<file path="src/rtl/bfss_queue.sv">
// ----------------------------------------------------------------------------
// bfss_queue
// Two-entry register queue of probe jobs between the hashing front end and
// the probe engine.
// ----------------------------------------------------------------------------
module bfss_queue #(
    parameter int unsigned WIDTH = 8
) (
    input  logic             aclk,
    input  logic             aresetn,
    input  logic             push,
    input  logic [WIDTH-1:0] push_data,
    output logic             full,
    input  logic             pop,
    output logic             not_empty,
    output logic [WIDTH-1:0] pop_data
);

    logic [WIDTH-1:0] entry_reg [2];
    logic             wr_ptr_reg;
    logic             rd_ptr_reg;
    logic [1:0]       count_reg;

    assign full      = (count_reg == 2'd2);
    assign not_empty = (count_reg != 2'd0);
    assign pop_data  = entry_reg[rd_ptr_reg];

    always_ff @(posedge aclk) begin
        if (push) begin
            entry_reg[wr_ptr_reg] <= push_data;
        end
    end

    always_ff @(posedge aclk) begin
        if (!aresetn) begin
            wr_ptr_reg <= 1'b0;
            rd_ptr_reg <= 1'b0;
            count_reg  <= 2'd0;
        end else begin
            if (push) begin
                wr_ptr_reg <= !wr_ptr_reg;
            end
            if (pop) begin
                rd_ptr_reg <= !rd_ptr_reg;
            end
            if (push && !pop) begin
                count_reg <= count_reg + 2'd1;
            end else if (pop && !push) begin
                count_reg <= count_reg - 2'd1;
            end
        end
    end

endmodule

</file>
<file path="config.mk">
export PLATFORM = sky130hd
export DESIGN_NAME = bfss_queue
export DESIGN_NICKNAME = d
export VERILOG_FILES = /design/src/rtl/bfss_queue.sv
export SDC_FILE = /design/constraint.sdc
export NUM_CORES = 1
export LEC_CHECK = 0
export BUFFER_PORTS_ARGS = -buffer_cell sky130_fd_sc_hd__buf_4
export CAP_MARGIN = 20
export CELL_PAD_IN_SITES_DETAIL_PLACEMENT = 1
export CELL_PAD_IN_SITES_GLOBAL_PLACEMENT = 2
export CORE_MARGIN = 2
export CORE_UTILIZATION = 34
export CTS_BUF_LIST = sky130_fd_sc_hd__clkbuf_16
export DETAILED_ROUTE_END_ITERATION = 12
export GPL_TIMING_DRIVEN = 0
export PLACE_DENSITY = 0.87
export SYNTH_ARGS = -nofsm -noshare
export SYNTH_HDL_FRONTEND = slang
export SYNTH_SLANG_ARGS = --single-unit
</file>
<file path="constraint.sdc">
create_clock -name aclk -period 1.3 [get_ports aclk]
set_clock_uncertainty 0.05 [all_clocks]
set_input_delay 0.065 -clock aclk [delete_from_list [all_inputs] [get_ports aclk]]
set_output_delay 0.065 -clock aclk [all_outputs]
set_load 0.005 [all_outputs]
</file>
==> key figures <==
Status
  • Status: finished, violations left
  • Violations in the final reports: negative hold slack

Run
  • Max-cap viol count: 0

Die
  • Row cnt: 17
  • Die Y: 52.4 um
  • Ports: 22
  • Die footprint: between 2000 and 3000 um2
  • Core footprint: roughly 2200 um2
  • Initial core utilization: 0.360
  • Die width: around 52 um

Synth
  • Post-synthesis average cell area: roughly 17 um2
  • Register bit total from synthesis: 21
  • Post-Synth Adder-Cell Area: 0.0157
  • Complex-gate fraction of the synthesized area: 0.0251
  • Netlist cell types: 16
  • Main combinational cell family by area after synthesis: multiplexers
  • Post-Synth XOR/XNOR Area: 0.0330
  • Post-synthesis mux area share: 0.113
  • YS warnings: 0
  • Post-Syn Instances: between 40 and 50
  • Post-Synth Simple-Gate Area: 0.0738
  • Synthesized cell area: about 800 um2
  • Synth Net Count: 60
  • Sequential element share of the synthesized area: 0.728

Clock network
  • Clock sink total: 21
  • H-tree level count: 1
  • CTS clock-pin slew for the worst setup and hold paths: 0.06 ns
  • Clk buf depth: 2
  • Post-CTS setup buffer count: 0
  • Clk Latency, worst-skew pair: 0.25 ns
  • Cts bufs inserted: 3
  • CTS tree: yes
  • Clock tree root buffer cell: clkbuf_16

Route
  • WL/cell: between 10 and 15 um
  • ANT nets after route: 0
  • Wirelength, routed: about 1.5 mm
  • Initial DRT Pass Iterations: 3
  • Post-DR vias/cell: between 4 and 5
  • DRT iter0 DRCs: 2
  • # DRC: 0
  • Vias: between 400 and 500

Timing
  • Final Hold Fails: 1
  • Slew HR: 0.685
  • Final setup vio count: 0
  • WHS: -0.00151 ns
  • Slew Limit Fails: 0
  • Final period util: 0.978
  • Fmax: between 0.7 and 0.8 GHz
  • Slew @ Worst Pin: 0.470 ns
  • RSZ-0062 raised after global routing: yes
  • Min Tclk post-route: 1.27 ns

Critical path
  • Crit path required time: roughly 1.2 ns
  • Startpoint types: register
  • Setup CP Type: register to primary output
  • Crit. End Element: primary output
  • Crit Path Max Fanout: 8
  • Critical Path AT: about 1.2 ns

Layout
  • # diodes: 0
  • Fin util: 0.553
  • Layout cells sized above 1: 0.463
  • Largest register FFs: 16
  • Syn-to-layout area delta: 53.4%
  • Total Nets Final: 94
  • Fill cells: about 220
  • Post-Layout Inst Area: ~1200 um2

Placement
  • Area after DPL: about 1000 um2
  • Post-DP HPWL: roughly 1.0 mm
  • Port-buffer cells: 21
  • Routability congestion estimate: approximately 0.57

Global route
  • Pin count of the biggest net entering global routing: 12
  • Grt ovf: 0
  • Vias in the first global route: 528
  • Initial antenna violation count: 0
  • GRT Total Usage: 0.124
  • Global-route wire length before repair: approximately 2.4 mm

Power
  • P_leak: between 0.5 and 0.6 nW
  • PwrDens: 1370 nW/um2
  • Total power: between 1.5 and 2 mW
  • Max VDD drop: between 600 and 700 uV

Min path
  • Hold/Removal Path Class: input pin to register
[layout make-up]
type | instances | area [um2] | share of cell area
Buffer | 1 | 15.0 | 0.0123
Inverter | 1 | 3.75 | 0.00307
Multi-Input combinational cell | 24 | 240 | 0.197
Tap cell | 28 | 35.0 | 0.0287
Timing Repair Buffer | 29 | 268 | 0.219
Clock inverter | 1 | 3.75 | 0.00307
Clock buffer | 3 | 75.1 | 0.0614
Sequential cell | 21 | 582 | 0.476
[cell usage after synthesis]
| library cell | number | share of area |
|---|---|---|
| dfxtp_1 | 5 | 0.13 |
| and2b_2 | 1 | 0.011 |
| or3_1 | 1 | 0.0079 |
| and2_1 | 4 | 0.031 |
| edfxtp_1 | 16 | 0.60 |
| nor2b_1 | 2 | 0.016 |
| ha_1 | 1 | 0.016 |
| or2_2 | 1 | 0.0079 |
| xor2_1 | 2 | 0.022 |
| a21boi_1 | 1 | 0.0094 |
| xnor2_1 | 1 | 0.011 |
| o21a_1 | 1 | 0.0094 |
| o21ai_0 | 1 | 0.0063 |
| inv_1 | 1 | 0.0047 |
| buf_2 | 1 | 0.0063 |
| mux2_2 | 8 | 0.11 |
[cell usage in the layout, fill, tap and decap left out]
cell           synthesis  layout
ha_1                   1       1
o21a_1                 1       1
dlygate4sd3_1          0       8
xor2_1                 2       2
or2_2                  1       1
nor2b_2                0       1
edfxtp_1              16      16
and2_1                 4       4
xnor2_1                1       1
nor2b_1                2       1
buf_4                  0      13
buf_8                  0       1
buf_6                  0       8
dfxtp_2                0       1
o21ai_0                1       1
a21boi_1               1       1
mux2_4                 0       8
clkbuf_16              0       3
or3_1                  1       1
and2b_2                1       1
inv_1                  1       2
dfxtp_1                5       4
[power by group]
| group | total [mW] | leakage, nW | switching, mW | internal [mW] |
|---|---|---|---|---|
| sequential | 0.792 | 0.192 | 0.0211 | 0.771 |
| combinational | 0.268 | 0.273 | 0.0901 | 0.177 |
| clock | 0.620 | 0.0423 | 0.211 | 0.409 |
| total | 1.68 | 0.508 | 0.323 | 1.36 |
[metrics by stage]
stage	worst slack, ns	TNS (ns)	std cells	hold slack (ns)
final	0.0288	0	108	-0.00151
after global placement	-0.0336	-0.268	96	0.200
after detailed placement	-0.0660	-0.527	96	0.204
after floorplan	0.146	0	47	0.114
after global routing	-0.0162	-0.0878	108	0.0130
after CTS	0.000127	0	108	0.00326
[timing repair]
action | 4_1_cts | 5_1_grt
resized for setup | 5 | 16
endpoints found under the setup margin | 16 | 8
hold buffers | 8 | 0
hold endpoints to repair | 16 | 0
[final timing paths]
kind	start	endpoint	slack, ns	depth (start not counted)
setup reg to reg	wr_ptr_reg	entry_reg[0][3]	0.16	1
hold / removal	aresetn	wr_ptr_reg	-0.002	2
hold reg to reg	count_reg[1]	count_reg[1]	0.48	2
setup / recovery	register	pop_data[4]	0.03	3
[cells by family after synthesis]
logic type / Yosys count
AOI/OAI and AO/OA: 3
xor gates and xnor gates: 3
adders and majority gates: 1
buffers and inverters: 2
DFF: 21
muxes: 8
and+or+nand+nor: 9
[metal layers]
layer,track usage,vias to the layer above,part of all wire
met5,0,-,0
met4,0.0513,0,0.0074
met3,0.0314,2,0.060
met2,0.242,18,0.54
met1,0.122,228,0.39
li1,-,234,-
[critical path: stages, from the launching register on]
cell     delay (ns)
dfxtp_2        0.33
buf_8          0.14
mux2_4         0.31
buf_6          0.12
(Power assumes the default switching activity.)
