===== src/rtl/bfss_pkg.sv =====
// ----------------------------------------------------------------------------
// bfss_pkg
// Shared types and constants of the string-set Bloom filter: the hash
// multipliers, the index scramble key and the header of a probe job.
// ----------------------------------------------------------------------------
package bfss_pkg;

    // Width of the hash-count register.
    localparam int unsigned NUM_W = 4;

    // Reset value of the hash-count register.
    localparam logic [NUM_W-1:0] NUM_HASHES_RESET = 4'd5;

    // Prime multipliers; hash k uses entry (MAX_HASHES - 1 - k).
    localparam int unsigned TABLE_DEPTH = 9;
    localparam logic [23:0] MULT_TABLE [TABLE_DEPTH] = '{
        24'd9999901, 24'd9999907, 24'd9999929, 24'd9999931, 24'd9999937,
        24'd9999943, 24'd9999971, 24'd9999973, 24'd9999991
    };

    // Key that scrambles each finished code into a bit index.
    localparam logic [23:0] XOR_KEY = 24'd9999901;

    // Mode codes.
    localparam logic MODE_INSERT = 1'b0;
    localparam logic MODE_QUERY  = 1'b1;

    // Header of one finished string handed to the probe engine.
    typedef struct packed {
        logic             mode;
        logic [NUM_W-1:0] used;
    } bfss_hdr_t;

endpackage


===== src/rtl/bfss_front.sv =====
// ----------------------------------------------------------------------------
// bfss_front
// Accepts characters, keeps one running polynomial code per hash lane and
// emits a probe job with the scrambled bit indices at the end of a string.
// ----------------------------------------------------------------------------
module bfss_front #(
    parameter int unsigned INDEX_BITS = 20,
    parameter int unsigned MAX_HASHES = 9
) (
    input  logic                                       aclk,
    input  logic                                       aresetn,
    input  logic                                       cfg_wr_en,
    input  logic [bfss_pkg::NUM_W-1:0]                 cfg_wr_data,
    input  logic                                       in_valid,
    output logic                                       in_ready,
    input  logic                                       in_mode,
    input  logic signed [7:0]                          in_char,
    input  logic                                       in_last,
    input  logic                                       q_full,
    input  logic                                       clearing,
    output logic                                       push,
    output bfss_pkg::bfss_hdr_t                        job_hdr,
    output logic [MAX_HASHES-1:0][INDEX_BITS-1:0]      job_idx
);
    import bfss_pkg::*;

    localparam logic [INDEX_BITS-1:0] KEY_N = INDEX_BITS'(XOR_KEY);

    logic [NUM_W-1:0]      num_hashes_reg;
    logic                  accept;
    logic [INDEX_BITS-1:0] ch_ext;

    always_ff @(posedge aclk) begin
        if (!aresetn) begin
            num_hashes_reg <= NUM_HASHES_RESET;
        end else if (cfg_wr_en) begin
            num_hashes_reg <= cfg_wr_data;
        end
    end

    // Every character waits for a queue slot; the bit store must be cleared first.
    assign in_ready = !q_full && !clearing;
    assign accept   = in_valid && in_ready;
    assign push     = accept && in_last;
    assign ch_ext   = INDEX_BITS'(in_char);

    always_comb begin
        job_hdr.mode = in_mode;
        if (num_hashes_reg > NUM_W'(MAX_HASHES)) begin
            job_hdr.used = NUM_W'(MAX_HASHES);
        end else begin
            job_hdr.used = num_hashes_reg;
        end
    end

    for (genvar k = 0; k < MAX_HASHES; k++) begin : g_lane
        localparam logic [INDEX_BITS-1:0] PRIME =
            INDEX_BITS'(MULT_TABLE[MAX_HASHES-1-k]);

        logic [INDEX_BITS-1:0] code_reg;
        logic [INDEX_BITS-1:0] power_reg;
        logic [INDEX_BITS-1:0] code_next;
        logic [INDEX_BITS-1:0] power_next;

        // Arithmetic wraps at the index width, which is all the index uses.
        assign code_next  = code_reg + power_reg * ch_ext;
        assign power_next = power_reg * PRIME;
        assign job_idx[k] = code_next ^ KEY_N;

        always_ff @(posedge aclk) begin
            if (!aresetn) begin
                code_reg  <= '0;
                power_reg <= INDEX_BITS'(1);
            end else if (accept) begin
                if (in_last) begin
                    code_reg  <= '0;
                    power_reg <= INDEX_BITS'(1);
                end else begin
                    code_reg  <= code_next;
                    power_reg <= power_next;
                end
            end
        end
    end

endmodule


===== config.mk =====
export PLATFORM = sky130hd
export DESIGN_NAME = bfss_front
export DESIGN_NICKNAME = d
export VERILOG_FILES = /design/src/rtl/bfss_pkg.sv /design/src/rtl/bfss_front.sv
export SDC_FILE = /design/constraint.sdc
export NUM_CORES = 2
export LEC_CHECK = 0
export BUFFER_PORTS_ARGS = -buffer_cell sky130_fd_sc_hd__buf_4
export CAP_MARGIN = 20
export CORE_MARGIN = 2
export CORE_UTILIZATION = 45
export DETAILED_ROUTE_END_ITERATION = 10
export GPL_TIMING_DRIVEN = 0
export HOLD_SLACK_MARGIN = 0.15
export PLACE_DENSITY = 0.67
export SETUP_SLACK_MARGIN = 0.05
export SLEW_MARGIN = 10
export SYNTH_ARGS = -nofsm -noshare
export SYNTH_HDL_FRONTEND = slang
export SYNTH_SLANG_ARGS = --single-unit

===== constraint.sdc =====
create_clock -name aclk -period 6.1 [get_ports aclk]
set_input_delay 0 -clock aclk [delete_from_list [all_inputs] [get_ports aclk]]
set_output_delay 0 -clock aclk [all_outputs]
set_load 0.03 [all_outputs]

==> flow_summary.ini <==
[clock_tree]
clock-root-buffer = clkbuf_16
htree_levels = 2
cts.reportedPaths.clkPinSlew_ns = 0.06
cts_tree = done
clock_latency_ns = 0.71
numCtsBuffers = 50
clock_sinks = 347
cts_max_path_buffers = 3

[synthesis]
ys_ff_latch = 347
synth_area_mm2 = 0.07688
postSynthCellCount = 8634
ys_async_sr_fraction = 0
ys_seq_area_frac = 0.09036
syn_area_per_cell_um2 = 8.904
synth_edf_count = 0
yosysUniqueCellTypes = 76
yosys_most_used_dff = dfxtp_1
ys_warn_count = 0

[timing]
setup_slack_ns = -0.4244
fin_crit_sh = 1.070
period_needed_ns = 6.524
worst_pin_slew_ns = 1.244
maxSlewViolCount = 0
finalSetupViolations = 32
fmax_ghz = 0.1533
fin_skew_ns = 0.04875
maxSlewHeadroom = 0.1706
fin_setup_tns_ns = -5.853
hold_viol_final = 0
rsz0062_at_grt = true

[grt]
grt-ovfl-total = 0
grt_pass1_vias = 64260
grtUsageTotal = 0.3264
antenna_found_initial = 33
grt_pass1_wl_um = 416000
grt_max_degree = 30

[setup_path]
worstSetupEndpointType = output pin
worstPathCellList = clkbuf_16 -> nor2_4 -> clkinvlp_4 -> buf_8 -> fa_1 -> fa_1 -> inv_2 -> fa_1 -> fa_1 -> fa_1 -> ha_4 -> o21ai_2 -> o21bai_1 -> o31a_1 -> a221o_1 -> o41ai_4 -> o21ai_2 -> a21o_1 -> a21oi_2 -> xnor2_2 -> buf_6
worstPathMaxFanout = 4
critPathSlowestCell = fa_1
timing.critical_path.slowest_cell_delay_ns = 0.54
required_ns = 6.10
crit_top_cell = fa_1
start_kind = register
worstPathArrival_ns = 6.52
critical_path_class = register to output pin

[drt]
ant_nets = 0
drc = 0
via_count = 62550
via_per_inst = 5.493
wl_per_cell_um = 24.80
drt_iter0_drc = 5716
dr.pass1.iters = 6
routed_wl_um = 282400

[placed_design]
gp_congestion = 1.037
hpwl_um = 225500
io_buffer_count = 196

[cells_and_area]
final_core_util = 0.5153
mostFrequentLayoutCells = inv_1 (2098), fa_1 (1307), ha_1 (1090), nand2_1 (656), and2_1 (503)
final_common_cell = inv_1
drive_gt1_frac = 0.09615
largest_register_ffs = 180
nets = 11530
area_growth_syn_to_layout_pct = 13.60

[die]
die_width_um = 417.3
num_io_pins = 207
core.rowCount = 151
die-area_mm2 = 0.1742
die_y_um = 417.3
core_mm2 = 0.1695
initial_utilization = 0.4536

[outcome]
status = finished with violations
violations = setup timing

[power_and_ir_drop]
vdd_drop_max_mv = 0.2406
power.density_mw_per_mm2 = 181.7
leakagePower_uw = 0.04405

[job]
drv_cap = 0

[hold_path]
worst_hold_path_type = input port to output pin
-- synth_stat cells, drive strengths merged (32+ instances only) --
library cell,count,share of area
inv,2108,0.10
fa,1309,0.34
ha,1106,0.18
nand2,657,0.032
and2,508,0.041
xnor2,391,0.045
dfxtp,347,0.090
clkbuf,321,0.016
nor2b,254,0.021
a21oi,237,0.015
nor2,211,0.010
o21ai,167,0.011
xor2,138,0.016
a22oi,127,0.012
nor3,124,0.0081
o21a,71,0.0069
nand3,65,0.0042
a21o,59,0.0058
and3,57,0.0046
nand2b,54,0.0044
o31a,32,0.0036
-- stage by stage --
step	power [µW]	hold WS, ns	cells	instance area [µm²]	worst slack [ns]
after floorplan	8376	0.1191	8686	77080	0.07643
after global placement	11270	0.2176	11100	81330	-3.522
after detailed placement	11490	0.2182	11140	82130	-2.293
after CTS	15430	0.2185	11300	85960	-0.4534
after global routing	16730	0.2309	11360	87250	-0.4772
final	15870	0.2169	11390	87330	-0.4244
-- area by class of cell --
class / count / area, µm²
Fill cell: 15390 / 82140
Multi-Input combinational cell: 5893 / 62350
Inverter: 2108 / 7935
Sequential cell: 347 / 7081
Timing Repair Buffer: 362 / 3443
Tap cell: 2218 / 2775
Buffer: 330 / 1815
Clock buffer: 56 / 1324
Clock inverter: 36 / 514.2
Antenna cell: 37 / 92.59
-- worst max-delay path: cells and delay by family, from the launching register on --
kind	cells	cell delay [ns]
AND/OR/NAND/NOR	1	0.23
flip-flops	1	0.36
AO/OA/AOI/OAI	8	1.60
XOR/XNOR	1	0.20
buffers and inverters	5	0.71
adder cells (fa/ha/maj)	6	2.70
-- report_power, final --
part / total (µW) / switching [µW] / internal, µW / leakage [µW]
Sequential: 2480 / 128 / 2350 / 0.00284
Combinational: 9960 / 6200 / 3750 / 0.0403
Clock: 3440 / 1440 / 2000 / 0.000863
Total: 15900 / 7770 / 8100 / 0.0441
-- path summary, 6_finish.rpt --
check	startpoint	to	slack, ns	depth (start not counted)
worst max-delay path	g_lane[0].power_reg[0]	job_idx[79]	-0.42	21
worst min-delay path	in_mode	job_hdr[4]	0.22	2
worst max register to register	g_lane[0].power_reg[0]	g_lane[0].power_reg[19]	0.02	23
worst min register to register	g_lane[2].code_reg[6]	g_lane[2].code_reg[6]	0.47	2
-- layer usage --
layer | up-vias | share of wire | GRT usage
met5 | - | 0.00083 | 0.007502
met4 | 10 | 0.089 | 0.2373
met3 | 843 | 0.11 | 0.09521
met2 | 3234 | 0.42 | 0.4845
met1 | 31150 | 0.38 | 0.4038
li1 | 27310 | - | -
-- cells by family (layout without fill, tap and decap cells) --
kind of cell    after synthesis  in the layout  share of synthesized area
other cells                   2             91                 0.00009769
xor+xnor                    529            529                    0.06027
mux                           4              4                  0.0005208
flops                       347            347                    0.09036
fa+ha+maj                  2415           2415                     0.5209
simple gates               1993           1993                     0.1314
compound gates              898            898                    0.07696
buf+inv                    2446           2892                     0.1195
-- repair_timing --
| item | in CTS | in global routing |
|---|---|---|
| pin swaps | 74 | 99 |
| gates resized for setup | 423 | 261 |
| setup buffers | 57 | 52 |
| hold buffers | 11 | 0 |
| endpoints found under the setup margin | 211 | 72 |
| cloned | 0 | 0 |
| hold endpoints to repair | 7 | 0 |
Note: power is estimated with default switching activity, not from simulation.
